<file path="config.mk">
export PLATFORM = sky130hd
export DESIGN_NAME = idd_round
export DESIGN_NICKNAME = d
export VERILOG_FILES = /design/src/rtl/idd_pkg.sv /design/src/rtl/idd_round.sv
export SDC_FILE = /design/constraint.sdc
export NUM_CORES = 1
export LEC_CHECK = 0
export ABC_AREA = 1
export BUFFER_PORTS_ARGS = -buffer_cell sky130_fd_sc_hd__buf_2
export CORE_MARGIN = 8
export CORE_UTILIZATION = 37
export DETAILED_ROUTE_END_ITERATION = 8
export PLACE_DENSITY = 0.72
export REMOVE_ABC_BUFFERS = 1
export SYNTH_ARGS = -nofsm -noshare
export SYNTH_HDL_FRONTEND = slang
export SYNTH_SLANG_ARGS = --single-unit
</file>
<file path="constraint.sdc">
create_clock -name clk_i -period 1.52 [get_ports clk_i]
set_input_delay 0.304 -clock clk_i [delete_from_list [all_inputs] [get_ports clk_i]]
set_output_delay 0.304 -clock clk_i [all_outputs]
set_load 0.005 [all_outputs]
</file>
<file path="src/rtl/idd_pkg.sv">
// Package with shared types and constants for the integer divide to double block.
package idd_pkg;

  localparam int unsigned MagW   = 33;
  localparam int unsigned NormW  = 34;
  localparam int unsigned QBits  = 54;
  localparam int unsigned Stages = 6;
  localparam int unsigned BitsPerStage = QBits / Stages;
  localparam int unsigned ExpW   = 7;
  localparam int unsigned DataInW = 128;
  localparam int unsigned DataOutW = 64;

  localparam logic [63:0] QnanBits = 64'hFFF8000000000000;
  localparam logic [63:0] InfBits  = 64'h7FF0000000000000;
  localparam logic [10:0] ExpBias  = 11'd1023;

  typedef enum logic [1:0] {
    KIND_NORMAL = 2'd0,
    KIND_ZERO   = 2'd1,
    KIND_INF    = 2'd2,
    KIND_NAN    = 2'd3
  } kind_e;

  // Item state that travels down the pipeline.
  typedef struct packed {
    logic              sign;
    kind_e             kind;
    logic signed [ExpW-1:0] expo;
    logic [NormW-1:0]  den;
    logic [NormW:0]    rem;
    logic [QBits-1:0]  quo;
    logic [63:0]       mask;
  } item_t;

  function automatic logic [5:0] top_bit(input logic [MagW-1:0] x);
    logic [5:0] p;
    p = '0;
    for (int i = 0; i < MagW; i++) begin
      if (x[i]) p = 6'(i);
    end
    return p;
  endfunction

endpackage

</file>
<file path="src/rtl/idd_round.sv">
// Rounding, packing into double format and mask application.
module idd_round (
  input  logic           clk_i,
  input  logic           rst_ni,
  input  logic           en_i,
  input  logic           valid_i,
  input  idd_pkg::item_t item_i,
  output logic           valid_o,
  output logic [63:0]    bits_o
);

  logic [53:0] mant;
  logic signed [idd_pkg::ExpW-1:0] e;
  logic [10:0] bexp;
  logic [63:0] val, bits_d, bits_q;
  logic valid_q;

  always_comb begin
    mant = {1'b0, item_i.quo[idd_pkg::QBits-1:1]};
    e = item_i.expo;
    if (item_i.quo[0] && (item_i.rem != '0 || mant[0])) mant = mant + 54'd1;
    if (mant[53]) begin
      mant = mant >> 1;
      e = e + idd_pkg::ExpW'(1);
    end
    bexp = idd_pkg::ExpBias + 11'($signed(e));
    unique case (item_i.kind)
      idd_pkg::KIND_NAN:  val = idd_pkg::QnanBits;
      idd_pkg::KIND_ZERO: val = {item_i.sign, 63'd0};
      idd_pkg::KIND_INF:  val = idd_pkg::InfBits | {item_i.sign, 63'd0};
      default:            val = {item_i.sign, bexp, mant[51:0]};
    endcase
    bits_d = val ^ item_i.mask;
  end

  always_ff @(posedge clk_i or negedge rst_ni) begin
    if (!rst_ni) begin
      valid_q <= 1'b0;
    end else if (en_i) begin
      valid_q <= valid_i;
    end
  end

  always_ff @(posedge clk_i) begin
    if (en_i) bits_q <= bits_d;
  end

  assign valid_o = valid_q;
  assign bits_o  = bits_q;

endmodule

</file>
; ---- After elaboration in Yosys (flattened, before gate mapping)
; Cells that the tools add are included.
; W data, S select, Z words.
[word_totals]
reg_bits = 65
[classes]
mux = 4
reduce_logical = 3
eq_ne = 3
add_sub_neg = 3
n_bitwise = 1
[op_table]
columns = cell, count
row1 = $pmux W64 S3, 1
row2 = $xor A64 B64 Y64, 1
row3 = $add A53 B1 Y54 const B, 1
row4 = $mux W54, 1
row5 = $mux W52, 1
row6 = $reduce_bool A35 Y1, 1
row7 = $add A10 B11 Y11 const A, 1
row8 = $add A7 B2 Y7 const B, 1
row9 = $mux W7, 1
row10 = $eq A2 B2 Y1 const B, 2
row11 = $eq A2 B1 Y1 const B, 1
row12 = $logic_and A1 B1 Y1, 1
row13 = $logic_or A1 B1 Y1, 1

; ---- Logic depth before layout (Yosys ltp)
[logic_depth]
ltp_word = 8
ltp_mapped = 18
depth_no_buf = 18

; ---- Worst setup path before layout
; Ideal clock, no wire load.
[synth_timing]
kind = in2reg
start = input item_i[71] (netlist bit)
end = register bits_q[58], in the netlist bits_o[58] (data pin)
cell_stages = 16
path_slack_ps = -712
n_path_buf = 0
setup_ps = 253
arrival_ps = 1979
path_cell_list = nand2_1 -> nor2_2 -> nand2_1 -> nor2_2 -> nand2_2 -> nor2_8 -> nand3_4 -> xor2_1 -> ha_1 -> nand3_2 -> nor2_4 -> nand2_2 -> nand3_2 -> nand3_1 -> nand2_1 -> nand2_1
[synth_via]
elab_chain_len = 6
[synth_lines]
columns = item, line_no
row1 = start: declaration, idd_round.sv:7  ; input idd_pkg::item_t item_i,
row2 = $add A53 B1 Y54, idd_round.sv:21  ; if (item_i.quo[0] && (item_i.rem != '0 || mant[0])) mant = mant + 54'd1;
row3 = $mux W54, idd_round.sv:21
row4 = $mux W7, idd_round.sv:22  ; if (mant[53]) begin
row5 = $add A10 B11 Y11, idd_round.sv:26  ; bexp = idd_pkg::ExpBias + 11'($signed(e));
row6 = $pmux W64 S3, idd_round.sv:27  ; unique case (item_i.kind)
row7 = $xor A64 B64 Y64, idd_round.sv:33  ; bits_d = val ^ item_i.mask;
row8 = net bits_d[58], idd_round.sv:15  ; logic [63:0] val, bits_d, bits_q;
row9 = end signal: assignment, idd_round.sv:45  ; if (en_i) bits_q <= bits_d;
row10 = end: declaration, idd_round.sv:15
; The timed path passes the listed nets, and every way through them passes these cells.
; A chain may end at the register's enable or synchronous reset.

; ---- Worst setup path in the final report
[layout_timing]
start = input item_i[95] (netlist bit)
end = register bits_q[58], in the netlist bits_o[58] (data pin)
; Same word-level chain as after synthesis.

==> impl_summary.md <==
Run status
The run finished, with violations left. The checks that failed: setup timing.

Floorplan
In this run the vertical extent of the chip is 140 um. The count of boundary I/O pins is between 200 and 300. The floorplan has between 40 and 50 rows. The die footprint is 0.0196 mm^2.

The effective utilization at floorplan is between 30% and 40%. In this run the standard cell core region covers approximately 0.015 mm^2. From left edge to right edge, the die measures roughly 140 um.

Synth
The fraction of post-synthesis cell area in the top cell type by area is between 30% and 40%. The number of synthesized flops with an enable pin is 64. The async set-or-reset flop fraction in the synthesized netlist is roughly 1.5%. The cell area that synthesis handed to floorplanning was around 0.0057 mm^2. The count of synthesis-stage warnings from yosys is 0. Sequential elements use 34.3% of the synthesized area. The number of flip-flops and latches in the synthesized netlist is between 60 and 70. After technology mapping, the gate count stands at about 760.

The most used flip-flop cell after synthesis is sky130_fd_sc_hd__edfxtp_1. The cell taking the most area after synthesis is sky130_fd_sc_hd__edfxtp_1. The synthesized netlist contains 41 unique library cells. In the post-synthesis netlist, the biggest area contributors are sky130_fd_sc_hd__edfxtp_1 34%, sky130_fd_sc_hd__nand2_1 17%, sky130_fd_sc_hd__xor2_1 7.7%. The average instance in the mapped netlist occupies ~7.5 um^2.

Timing
For the pin with the worst max-slew slack, the measured transition is 0.464 ns. The maximum clock frequency is between 400 and 500 MHz. The number of pins exceeding their max-slew limit in the final report came to 0.

The relative slew slack is between 60 and 70%. The hold violation count in the final report was 0. The setup slack after layout is -0.613 ns. Setup violations remaining at the end of the flow were counted as 63.

The final-layout worst hold slack is ~0.19 ns. Between clock sinks in the finished design, the worst skew comes to 0 ns. In the finished design, the share of the clock period the worst path needs comes to 140%. The shortest clock period the worst path allows after layout is roughly 2.1 ns.

Setup repair after global routing could not meet its margin everywhere.

Worst setup path
Data on the critical path arrives at its endpoint at 2.23 ns. Traced cell by cell, the critical path runs through buf_4 -> nand2_2 -> nor2_4 -> nand2_4 -> nor2_8 -> nand2_4 -> nor2_8 -> nand3_4 -> xor2_4 -> ha_4 -> nand3_4 -> nor2_4 -> nand2_2 -> nand3_4 -> nand3_1 -> nand2_1 -> nand2_1. The number of buffers and inverters on the critical path is 1. The startpoint-to-endpoint class of the critical path is input port to flop.

The most frequent cell on the critical path is sky130_fd_sc_hd__nand3_4. In this run the critical register-to-register path is launched from valid_o$_DFFE_PN0P_. The required time of the worst setup path is between 1.5 and 2 ns.

The worst setup path is launched from an input port. The kind of capture point of the worst setup path is a flop. The setup slack of the worst register-to-register path is 0.79 ns. The peak per-stage delay on the critical path is 0.22 ns. The capture point of the worst reg-to-reg path is valid_o$_DFFE_PN0P_.

The number of cell instances on the worst register-to-register path is 1. The category of cells accounting for the largest share of critical-path delay is simple AND/OR/NAND/NOR gates. Of all nets on the critical path, the largest fanout is 4.

The slowest stage of the critical path belongs to the cell sky130_fd_sc_hd__xor2_4.

Global routing
Entering global routing, the biggest net connects 36 pins. The first-pass GRT wire length is between 30000 and 40000 um. The residual overflow from global routing is 0. The via count of the first global-routing pass was 7297.

The number of antenna violations at the first check in global routing is 0. Across every metal layer, demand over resource in global routing totals between 20% and 30%.

Clock network
The deepest clock path buffer count is 2. Clock tree synthesis inserted a total of 9 buffers. The clock sink count is 65. The insertion delay to the later sink of the worst-skew pair is between 0.3 and 0.4 ns. Clock-pin slew was measured on the worst setup and hold paths at approximately 0.060 ns.

TritonCTS built the clock tree. The H-tree generated during clock tree synthesis spans 3 levels. The cell at the root of the clock tree is sky130_fd_sc_hd__clkbuf_16.

Power
In this run the static leakage power is roughly 4.9 nW. The design draws 6.24 mW. The power per cell area is approximately 580 mW/mm^2. Across the VDD grid, the largest voltage drop is approximately 0.46 mV.

Route
The average wire length per cell after detail routing is 19.2 um. The number of vias per cell is ~5.2. The iteration count of the initial detailed-routing pass is 6. The number of DRC markers after the initial detailed-route iteration is approximately 540. The final routed DRC violation total is 0. The total number of vias is roughly 7400. The detail route stage leaves a number of antenna-violating nets equal to 0.

The wire length after detailed routing is 27100 um.

Hold path
The worst hold path belongs to the class input port to flop. The worst hold path begins at valid_i. The worst hold path terminates at valid_o$_DFFE_PN0P_. The worst hold path was traced through 2 stages.

Finish
The layout net count is between 1000 and 1500. 0 antenna diodes ended up in the layout. The finished layout holds 1414 standard cells, fillers aside.

The post-route netlist has roughly three fifths of its cells at a drive strength greater than 1. Compared with the post-synthesis result, the final layout area differs by 88.6%.

Place
Once placement completed, the tool counted placed cells totaling ~1300. The weighted congestion reported at the end of routability-driven placement is 0.940. The count of buffers added on input and output ports is approximately 230. The pre-CTS setup slack is -0.969 ns. The placed wire-length estimate is 18000 um.

Run
The number of violations of the max-capacitance limit is 0.
[per-stage QoR]
step,util [%],setup TNS (ns),instance area (um^2)
finish,71.0,-24.50,10700
global route,71.0,-28.36,10700
CTS,66.2,-17.81,9990
detailed placement,55.2,-48.71,8330
global placement,55.2,-47.59,8330
floorplan,-,-69.45,5570
[worst max path at each step]
stage	start	depth (start not counted)	slack [ns]	endpoint
after floorplan	item_i[144]	15	-1.57	bits_o[60]$_DFFE_PP_
after CTS	item_i[151]	19	-0.39	bits_o[58]$_DFFE_PP_
final	item_i[95]	17	-0.61	bits_o[58]$_DFFE_PP_
after detailed placement	item_i[65]	17	-0.97	bits_o[58]$_DFFE_PP_
after global placement	item_i[65]	17	-0.91	bits_o[58]$_DFFE_PP_
after global routing	item_i[75]	17	-0.70	bits_o[62]$_DFFE_PP_
[cells by family (layout without fill, tap and decap cells)]
family,after synthesis,after routing,synth area share [%]
and+or+nand+nor,497,497,40.5
AOI/OAI and AO/OA,31,31,3.68
buffers and inverters,64,529,5.07
xor gates and xnor gates,100,100,15.6
adders and majority gates,3,3,0.661
DFF,65,65,34.3
muxes,1,1,0.198
[metal layers]
metal | share of wire (%) | global-route usage, % | vias to the layer above | wire [um]
met5 | 0 | 0 | - | 0
met4 | 5.7 | 12.1 | 0 | 1560
met3 | 7.9 | 6.67 | 133 | 2160
met2 | 50 | 42.1 | 400 | 13700
met1 | 36 | 26.5 | 3431 | 9750
li1 | - | - | 3415 | -
[layout by cell type (no fill, tap or decap), drive strengths merged, types with 6 or more instances in the layout]
master | synthesis | routed
buf | 15 | 462
clkbuf | 1 | 12
clkinv | 1 | 6
edfxtp | 64 | 64
inv | 47 | 46
nand2 | 272 | 272
nand3 | 41 | 41
nand3b | 17 | 17
nand4 | 20 | 20
nor2 | 119 | 119
nor3 | 20 | 20
o2111ai | 11 | 11
o21ai | 15 | 15
xnor2 | 49 | 49
xor2 | 51 | 51
[cells in the mapped netlist, types with 2 or more instances]
master and count:
sky130_fd_sc_hd__nand2_1 250, sky130_fd_sc_hd__nor2_1 99, sky130_fd_sc_hd__edfxtp_1 64, sky130_fd_sc_hd__xor2_1 50, sky130_fd_sc_hd__xnor2_1 49, sky130_fd_sc_hd__inv_1 41
sky130_fd_sc_hd__nand3_1 36, sky130_fd_sc_hd__nand2_2 20, sky130_fd_sc_hd__nand4_1 20, sky130_fd_sc_hd__nand3b_1 17, sky130_fd_sc_hd__nor3_1 16, sky130_fd_sc_hd__nor2_2 12
sky130_fd_sc_hd__o21ai_0 12, sky130_fd_sc_hd__o2111ai_1 11, sky130_fd_sc_hd__buf_2 9, sky130_fd_sc_hd__nor2_4 6, sky130_fd_sc_hd__inv_2 5, sky130_fd_sc_hd__nand3_2 4
sky130_fd_sc_hd__nor3_2 4, sky130_fd_sc_hd__and2_1 3, sky130_fd_sc_hd__buf_4 3, sky130_fd_sc_hd__buf_6 3, sky130_fd_sc_hd__ha_1 3, sky130_fd_sc_hd__a21oi_1 2
sky130_fd_sc_hd__nand2_4 2, sky130_fd_sc_hd__nor2_8 2, sky130_fd_sc_hd__nor4_1 2, sky130_fd_sc_hd__o21ai_1 2, sky130_fd_sc_hd__or2_2 2
[layout make-up]
class                   count  area (um^2)
clock buffers              10          229
clock inverters             5         47.5
fillers                  1008         4380
inverters                  48          198
multi-input cells         632         4470
flip-flops and latches     65         1950
well taps                 188          235
repair buffers            466         3580
[flip-flops by register name, summed over array words and instances, names as in the netlist]
name / cells
valid_o: 1
bits_o: 64
[repair_timing]
item                       4_1_cts  5_1_grt
hold buffers                     1        0
pin swaps                       95       66
hold endpoints to repair         1        0
resized for setup              249      139
gates cloned                     3        2
setup endpoints to repair       63       63
buffers inserted                45       14
[power breakdown]
group	switching (mW)	total, mW	internal (mW)	leakage [nW]
Clock	0.802	2.04	1.24	0.137
Combinational	0.973	1.96	0.988	4.15
Sequential	0.0417	2.23	2.19	0.638
Power figures use the tool's default switching activity.
